===== src/design/b32e_pkg.sv =====
// ----------------------------------------------------------------------------
// b32e_pkg: shared types and functions of the base32 encoder
// Holds the queue entry format and the 5-bit group to ASCII mapping.
// ----------------------------------------------------------------------------
package b32e_pkg;

  // Width of one base32 group and of one output character
  localparam int unsigned GroupWidth = 5;
  localparam int unsigned CharWidth  = 7;

  // ASCII anchors of the two alphabet ranges
  localparam logic [6:0] CharLowerA = 7'h61;  // 'a'
  localparam logic [6:0] CharDigit2 = 7'h32;  // '2'
  localparam logic [4:0] DigitBase  = 5'd26;  // first group value mapped to a digit

  typedef logic [GroupWidth-1:0] group_t;
  typedef logic [CharWidth-1:0]  char_t;

  // One classified input byte: up to three groups, left to right
  typedef struct packed {
    group_t     g0;
    group_t     g1;
    group_t     g2;
    logic [1:0] count;  // number of groups in use, 1..3
    logic       last;   // final character of the message is in this entry
  } entry_t;

  // Front to queue
  typedef struct packed {
    logic   push;
    entry_t entry;
  } push_t;

  // Queue to back
  typedef struct packed {
    logic   valid;
    entry_t entry;
  } head_t;

  // Group value to lowercase alphabet character
  function automatic char_t sym_of(input group_t g);
    char_t c;
    if (g < DigitBase) begin
      c = CharLowerA + char_t'(g);
    end else begin
      c = CharDigit2 + char_t'(g - DigitBase);
    end
    return c;
  endfunction

endpackage


===== src/design/b32e_byte_if.sv =====
// ----------------------------------------------------------------------------
// b32e_byte_if: byte input channel
// valid/ready handshake carrying one message byte and its end mark.
// ----------------------------------------------------------------------------
interface b32e_byte_if;
  logic       valid;
  logic       ready;
  logic [7:0] data_byte;
  logic       end_of_message;

  modport source (output valid, output data_byte, output end_of_message, input ready);
  modport sink   (input valid, input data_byte, input end_of_message, output ready);
endinterface


===== src/design/b32e_char_if.sv =====
// ----------------------------------------------------------------------------
// b32e_char_if: character output channel
// valid/ready handshake carrying one ASCII character and its last mark.
// ----------------------------------------------------------------------------
interface b32e_char_if;
  logic       valid;
  logic       ready;
  logic [6:0] code_char;
  logic       last_char;

  modport source (output valid, output code_char, output last_char, input ready);
  modport sink   (input valid, input code_char, input last_char, output ready);
endinterface


===== src/design/base32_lowercase_encoder.sv =====
// ----------------------------------------------------------------------------
// base32_lowercase_encoder: streaming base32 encoder, lowercase, no padding
// Front groups bytes into 5-bit values, a queue decouples, back emits ASCII.
// ----------------------------------------------------------------------------
// Channel      Role   Payload                          Transaction
// byte_stream  sink   data_byte[7:0], end_of_message   one message byte
// char_stream  source code_char[6:0], last_char        one ASCII character
//
// One character leaves per cycle while char_stream is ready; a byte makes one
// or two characters, two or three on the final byte.
// The front takes a byte in the cycle it arrives while the queue has room.
// Synchronous reset clears leftover bits, queue and output valid; no sweep.
// A stalled char_stream fills the queue, then byte_stream.ready drops.
// ----------------------------------------------------------------------------
module base32_lowercase_encoder #(
  parameter int unsigned QUEUE_DEPTH = 2
) (
  input  logic         clk,
  input  logic         rst,
  b32e_byte_if.sink    byte_stream,
  b32e_char_if.source  char_stream
);

  b32e_pkg::push_t push;
  b32e_pkg::head_t head;
  logic            q_full;
  logic            pop;

  b32e_front u_front (
    .clk            (clk),
    .rst            (rst),
    .byte_valid     (byte_stream.valid),
    .data_byte      (byte_stream.data_byte),
    .end_of_message (byte_stream.end_of_message),
    .byte_ready     (byte_stream.ready),
    .q_full         (q_full),
    .push           (push)
  );

  b32e_queue #(
    .DEPTH (QUEUE_DEPTH)
  ) u_queue (
    .clk  (clk),
    .rst  (rst),
    .push (push),
    .full (q_full),
    .head (head),
    .pop  (pop)
  );

  b32e_back u_back (
    .clk        (clk),
    .rst        (rst),
    .head       (head),
    .pop        (pop),
    .char_valid (char_stream.valid),
    .char_ready (char_stream.ready),
    .code_char  (char_stream.code_char),
    .last_char  (char_stream.last_char)
  );

endmodule


===== src/design/b32e_front.sv =====
// ----------------------------------------------------------------------------
// b32e_front: byte intake and grouping
// Joins leftover bits with each byte, splits into 5-bit groups and queues them.
// ----------------------------------------------------------------------------
module b32e_front (
  input  logic              clk,
  input  logic              rst,
  input  logic              byte_valid,
  input  logic [7:0]        data_byte,
  input  logic              end_of_message,
  output logic              byte_ready,
  input  logic              q_full,
  output b32e_pkg::push_t   push
);

  logic [3:0]  pending_bits, pending_bits_next;
  logic [2:0]  pending_count, pending_count_next;

  logic [3:0]  keep_mask;
  logic [11:0] val;
  logic [11:0] aligned;
  logic [3:0]  total;
  logic        two_full;
  logic [2:0]  rem;
  logic [3:0]  rem_mask;
  logic        take;

  assign byte_ready = !q_full;
  assign take       = byte_valid && !q_full;

  // Leftover bits above the byte, then left-justify the valid bits
  always_comb begin
    keep_mask = 4'((5'd1 << pending_count) - 5'd1);
    val       = {pending_bits & keep_mask, data_byte};
    aligned   = 12'(val << (3'd4 - pending_count));
    total     = 4'(pending_count) + 4'd8;
    two_full  = (total >= 4'd10);
    rem       = two_full ? 3'(total - 4'd10) : 3'(total - 4'd5);
    rem_mask  = 4'((5'd1 << rem) - 5'd1);
  end

  // Entry: groups read straight off the left-justified word, zero fill below
  always_comb begin
    push.push        = take;
    push.entry.g0    = aligned[11:7];
    push.entry.g1    = aligned[6:2];
    push.entry.g2    = {aligned[1:0], 3'b000};
    push.entry.last  = end_of_message;
    if (two_full) begin
      push.entry.count = (end_of_message && rem != 3'd0) ? 2'd3 : 2'd2;
    end else begin
      push.entry.count = end_of_message ? 2'd2 : 2'd1;
    end
  end

  // Leftover state, cleared at end of message
  always_comb begin
    pending_bits_next  = pending_bits;
    pending_count_next = pending_count;
    if (take) begin
      if (end_of_message) begin
        pending_bits_next  = 4'd0;
        pending_count_next = 3'd0;
      end else begin
        pending_bits_next  = val[3:0] & rem_mask;
        pending_count_next = rem;
      end
    end
  end

  always_ff @(posedge clk) begin
    if (rst) begin
      pending_bits  <= 4'd0;
      pending_count <= 3'd0;
    end else begin
      pending_bits  <= pending_bits_next;
      pending_count <= pending_count_next;
    end
  end

endmodule


===== src/design/b32e_queue.sv =====
// ----------------------------------------------------------------------------
// b32e_queue: entry queue between front and back
// Small FIFO of grouped bytes; first-word view for the back end.
// ----------------------------------------------------------------------------
module b32e_queue #(
  parameter int unsigned DEPTH = 2
) (
  input  logic             clk,
  input  logic             rst,
  input  b32e_pkg::push_t  push,
  output logic             full,
  output b32e_pkg::head_t  head,
  input  logic             pop
);

  localparam int unsigned PtrW = (DEPTH > 1) ? $clog2(DEPTH) : 1;
  localparam int unsigned CntW = $clog2(DEPTH + 1);
  localparam logic [PtrW-1:0] LastPtr = PtrW'(DEPTH - 1);
  localparam logic [CntW-1:0] FullCnt = CntW'(DEPTH);

  b32e_pkg::entry_t slots [DEPTH];
  logic [PtrW-1:0]  wr_ptr, rd_ptr;
  logic [CntW-1:0]  fill;
  logic             do_push, do_pop;

  assign full       = (fill == FullCnt);
  assign head.valid = (fill != '0);
  assign head.entry = slots[rd_ptr];
  assign do_push    = push.push && !full;
  assign do_pop     = pop && head.valid;

  // Storage
  always_ff @(posedge clk) begin
    if (do_push) begin
      slots[wr_ptr] <= push.entry;
    end
  end

  // Pointers and fill level
  always_ff @(posedge clk) begin
    if (rst) begin
      wr_ptr <= '0;
      rd_ptr <= '0;
      fill   <= '0;
    end else begin
      if (do_push) begin
        wr_ptr <= (wr_ptr == LastPtr) ? '0 : wr_ptr + PtrW'(1);
      end
      if (do_pop) begin
        rd_ptr <= (rd_ptr == LastPtr) ? '0 : rd_ptr + PtrW'(1);
      end
      if (do_push && !do_pop) begin
        fill <= fill + CntW'(1);
      end else if (do_pop && !do_push) begin
        fill <= fill - CntW'(1);
      end
    end
  end

endmodule


===== src/design/b32e_back.sv =====
// ----------------------------------------------------------------------------
// b32e_back: character emitter
// Walks the groups of the head entry into an output register, one character
// per cycle while the output register is not stalled.
// ----------------------------------------------------------------------------
module b32e_back (
  input  logic               clk,
  input  logic               rst,
  input  b32e_pkg::head_t    head,
  output logic               pop,
  output logic               char_valid,
  input  logic               char_ready,
  output b32e_pkg::char_t    code_char,
  output logic               last_char
);

  logic [1:0]        idx;
  logic              load;
  logic              final_group;
  b32e_pkg::group_t  sel;

  assign load        = head.valid && (!char_valid || char_ready);
  assign final_group = (idx == head.entry.count - 2'd1);
  assign pop         = load && final_group;

  // Group select
  always_comb begin
    case (idx)
      2'd0:    sel = head.entry.g0;
      2'd1:    sel = head.entry.g1;
      default: sel = head.entry.g2;
    endcase
  end

  // Output register payload
  always_ff @(posedge clk) begin
    if (load) begin
      code_char <= b32e_pkg::sym_of(sel);
      last_char <= head.entry.last && final_group;
    end
  end

  // Output valid and group index
  always_ff @(posedge clk) begin
    if (rst) begin
      char_valid <= 1'b0;
      idx        <= 2'd0;
    end else begin
      if (!char_valid || char_ready) begin
        char_valid <= head.valid;
      end
      if (load) begin
        idx <= final_group ? 2'd0 : idx + 2'd1;
      end
    end
  end

endmodule


===== src/flat_wrapper.sv =====
// flat-port wrapper written by rule: the top's interface ports become plain ports
module base32_lowercase_encoder_flat 
#(
  parameter int unsigned QUEUE_DEPTH = 2
)
  (clk, rst, byte_stream_valid, byte_stream_data_byte, byte_stream_end_of_message, byte_stream_ready, char_stream_valid, char_stream_code_char, char_stream_last_char, char_stream_ready);
  b32e_byte_if byte_stream_i ();
  b32e_char_if char_stream_i ();
  input  logic clk;
  input  logic rst;
  input wire logic [$bits(byte_stream_i.valid)-1:0] byte_stream_valid;
  input wire logic [$bits(byte_stream_i.data_byte)-1:0] byte_stream_data_byte;
  input wire logic [$bits(byte_stream_i.end_of_message)-1:0] byte_stream_end_of_message;
  output wire logic [$bits(byte_stream_i.ready)-1:0] byte_stream_ready;
  output wire logic [$bits(char_stream_i.valid)-1:0] char_stream_valid;
  output wire logic [$bits(char_stream_i.code_char)-1:0] char_stream_code_char;
  output wire logic [$bits(char_stream_i.last_char)-1:0] char_stream_last_char;
  input wire logic [$bits(char_stream_i.ready)-1:0] char_stream_ready;
  assign byte_stream_i.valid = byte_stream_valid;
  assign byte_stream_i.data_byte = byte_stream_data_byte;
  assign byte_stream_i.end_of_message = byte_stream_end_of_message;
  assign byte_stream_ready = byte_stream_i.ready;
  assign char_stream_valid = char_stream_i.valid;
  assign char_stream_code_char = char_stream_i.code_char;
  assign char_stream_last_char = char_stream_i.last_char;
  assign char_stream_i.ready = char_stream_ready;
  base32_lowercase_encoder #(.QUEUE_DEPTH(QUEUE_DEPTH)) u_core (.clk(clk), .rst(rst), .byte_stream(byte_stream_i), .char_stream(char_stream_i));
endmodule

===== config.mk =====
export PLATFORM = sky130hd
export DESIGN_NAME = base32_lowercase_encoder_flat
export DESIGN_NICKNAME = d
export VERILOG_FILES = /design/src/design/b32e_pkg.sv /design/src/design/b32e_byte_if.sv /design/src/design/b32e_char_if.sv /design/src/design/base32_lowercase_encoder.sv /design/src/design/b32e_front.sv /design/src/design/b32e_queue.sv /design/src/design/b32e_back.sv /design/src/flat_wrapper.sv
export SDC_FILE = /design/constraint.sdc
export NUM_CORES = 1
export LEC_CHECK = 0
export BUFFER_PORTS_ARGS = -buffer_cell sky130_fd_sc_hd__buf_2
export CAP_MARGIN = 5
export CORE_AREA = 2 2 96 98
export CTS_BUF_LIST = sky130_fd_sc_hd__clkbuf_8
export DETAILED_ROUTE_END_ITERATION = 12
export DIE_AREA = 0 0 98 100
export MAX_ROUTING_LAYER = met4
export PLACE_DENSITY = 0.57
export RECOVER_POWER = 100
export SYNTH_ARGS = -nofsm -noshare
export SYNTH_HDL_FRONTEND = slang
export SYNTH_SLANG_ARGS = --single-unit

===== constraint.sdc =====
create_clock -name clk -period 4.3 [get_ports clk]
set_clock_uncertainty 0.1 [all_clocks]
set_input_delay 0.86 -clock clk [delete_from_list [all_inputs] [get_ports clk]]
set_output_delay 0.86 -clock clk [all_outputs]
set_load 0.03 [all_outputs]

==> flow_summary.toml <==
[sta]
finalSetupViolations = 0
fmax_mhz = 338.3
worstMarginPinSlew_ns = 0.8693
drv_slew = 0
period_share = 0.6874
hold_viol_final = 0
period_needed_ns = 2.956
slew_headroom = 0.4205
rsz0062_at_grt = "no"
setup_tns_ns = 0

[place]
place_hpwl_mm = 4.078
place_congestion = 0.8760
portBuffers = 22
postPlaceCellArea_sq_um = 3187

[drt]
dr_wl_met3_microns = 157
drt_iter0_drc = 64
wl_mm = 5.505
vias = 2016
wire_per_inst_microns = 13.69
drc = 0
dr.pass1.iters = 4
wl_met2_mm = 2.569
via_per_inst = 5.015
highest_layer = "met4"
drtAntennaViolNets = 0
wl_met1_mm = 2.678

[critical_path]
crit_required_ns = 4.43
r2r_slack_ns = 1.34
end_kind = "flip-flop"
reg2reg_from = "u_core.u_front.pending_count[0]"
crit_end = "u_core.u_front.pending_bits[1]"
crit_start = "u_core.u_front.pending_count[0]"
arrival_ns = 3.09
path_max_fanout = 19
rr_worst_depth = 9
crit_type = "flip-flop to flip-flop"
timing.rr.end = "u_core.u_front.pending_bits[1]"
startpoint_type = "flip-flop"

[final_layout]
drive_above_1_share = 0.1409
fill_cells = 869
final_area_sq_um = 3229
fin_nets = 318
n_antenna_cell = 0
most-common-layout-cells = "edfxtp_1 (38), nand2_1 (23), nor2_1 (20), inv_1 (16)"
final_common_cell = "edfxtp_1"
syn_to_final_growth_pct = 8.082

[synth]
synth_cell_types = 60
synthFlopType = "edfxtp_1"
syn_inst = 268
synth_nets = 296
avgSynthCellArea_sq_um = 11.15
synth_warnings = 0
yosysSeqAreaShare = 0.4824
syn-cell-area_sq_um = 2988
synth-seq-cells = 53
synthArstFlopShare = 0
synth-edff-count = 38

[die]
die_w_microns = 98
io_pins = 23
die_y_microns = 100
initial_core_util = 0.3361
core_sq_um = 8890
rows = 35
die_area_sq_um = 9800

[power]
power_density_nw_per_um2 = 651.1
p_leak_uw = 0.001180
vdd_drop_max_mv = 0.2120
p_sw_uw = 846.6
pwr-share-clk = 0.127
p_int_uw = 1256
pwr-share-comb = 0.479
p_seq_frac = 0.393
p_sw_frac = 0.4027

[clock_network]
holdBufCountCts = 0
htreeDepth = 2
cts_max_path_buffers = 2
cts.sinks = 53
clk_pin_slew_ns = 0.10
cts-root-buf = "clkbuf_8"
post_cts_buffers = 0
cts_made_buffers = 5
cts_tree = "done"
clock_latency_ns = 0.30
post_cts_resized = 0

[status]
status = "completed"

[worst_hold_path]
hold_path.class = "flip-flop to flip-flop"

[run]
cap_viol_max_count = 0

[global_route]
grt_max_degree = 24
grt_pass1_wl_mm = 9.522
antenna_found_initial = 0
grt_pass1_vias = 2005
grt.overflow.total = 0
grt_usage = 0.1229
worst min-delay path by stage:
stage	startpoint	end	slack [ns]	cells past startpoint
4_1_cts	u_core.u_front.pending_bits[3]	u_core.u_front.pending_bits[3]	0.38	2
3_5_place_dp	u_core.u_front.pending_bits[3]	u_core.u_front.pending_bits[3]	0.37	2
3_3_place_gp	u_core.u_front.pending_bits[0]	u_core.u_front.pending_bits[0]	0.36	2
6_report	u_core.u_front.pending_bits[0]	u_core.u_front.pending_bits[0]	0.37	2
5_1_grt	u_core.u_front.pending_bits[3]	u_core.u_front.pending_bits[3]	0.41	2
2_1_floorplan	u_core.u_front.pending_bits[0]	u_core.u_front.pending_bits[0]	0.33	2
flip-flops by register name, summed over array words and instances (netlist names), named ones only:
name                          cells
u_core.u_back.char_valid          1
u_core.u_queue.rd_ptr             1
u_core.u_queue.wr_ptr             1
u_core.u_queue.slots             30
u_core.u_queue.fill               2
u_core.u_front.pending_bits       4
u_core.u_back.code_char           7
u_core.u_back.idx                 2
u_core.u_back.last_char           1
u_core.u_front.pending_count      3
area by class of cell:
cell class,instances,area (sq um),area share
inverter,18,67.56,0.02092
sequential,53,1441,0.4463
timing repair buffer,25,110.1,0.03410
clock inverter,3,17.52,0.005424
tap,111,138.9,0.04301
clock buffer,5,68.82,0.02131
multi-input combinational,187,1385,0.4289
metrics by stage:
stage	power (uW)	util	setup WS [ns]	instances	hold WS, ns
4_1_cts	2166	0.3682	1.395	402	0.3794
3_5_place_dp	1887	0.3585	1.381	394	0.3654
5_1_grt	2277	0.3633	1.134	402	0.4056
6_report	2103	0.3633	1.344	402	0.3742
2_1_floorplan	1684	-	1.675	268	0.3318
3_3_place_gp	1868	0.3585	1.444	394	0.3638
synth_stat cells, drive strengths merged, types with 5 or more instances:
| cell | n | area share |
|---|---|---|
| dfxtp | 15 | 0.10 |
| inv | 17 | 0.021 |
| mux2 | 15 | 0.060 |
| a21oi | 12 | 0.020 |
| buf | 6 | 0.019 |
| nor2 | 20 | 0.025 |
| edfxtp | 38 | 0.38 |
| mux2i | 13 | 0.044 |
| o21ai | 15 | 0.025 |
| nand3 | 8 | 0.019 |
| ha | 15 | 0.063 |
| xor2 | 5 | 0.015 |
| nand2 | 24 | 0.031 |
logic make-up after synthesis:
group,count (synthesis),synth area share
AOI/OAI and AO/OA,54,0.1378
and+or+nand+nor,81,0.1399
buffers and inverters,28,0.04690
muxes,28,0.1039
xor gates and xnor gates,9,0.02638
DFF,53,0.4824
adders and majority gates,15,0.06281
critical path: stages (launching register included):
cell and delay [ns]:
dfxtp_1 0.36, clkinv_1 0.27, ha_1 0.79, nand3_1 0.19, o32ai_1 0.34, inv_1 0.08, ha_1 0.29, nor4b_1 0.30
a21oi_1 0.07, nor2_1 0.09
metal layers:
| layer | global-route usage | vias to the layer above |
|---|---|---|
| met1 | 0.1604 | 958 |
| li1 | - | 1020 |
| met4 | 0.03953 | 0 |
| met2 | 0.1955 | 32 |
| met3 | 0.02228 | 6 |
| met5 | - | - |
power groups by stage:
stage                     clock network [uW]  registers (uW)  logic, uW
after CTS                                283             827       1060
after global routing                     300             845       1130
after global placement                     0             834       1030
after detailed placement                   0             838       1050
after floorplan                            0             895        788
final                                    268             827       1010
No activity file was read; power rests on OpenSTA's default activity.
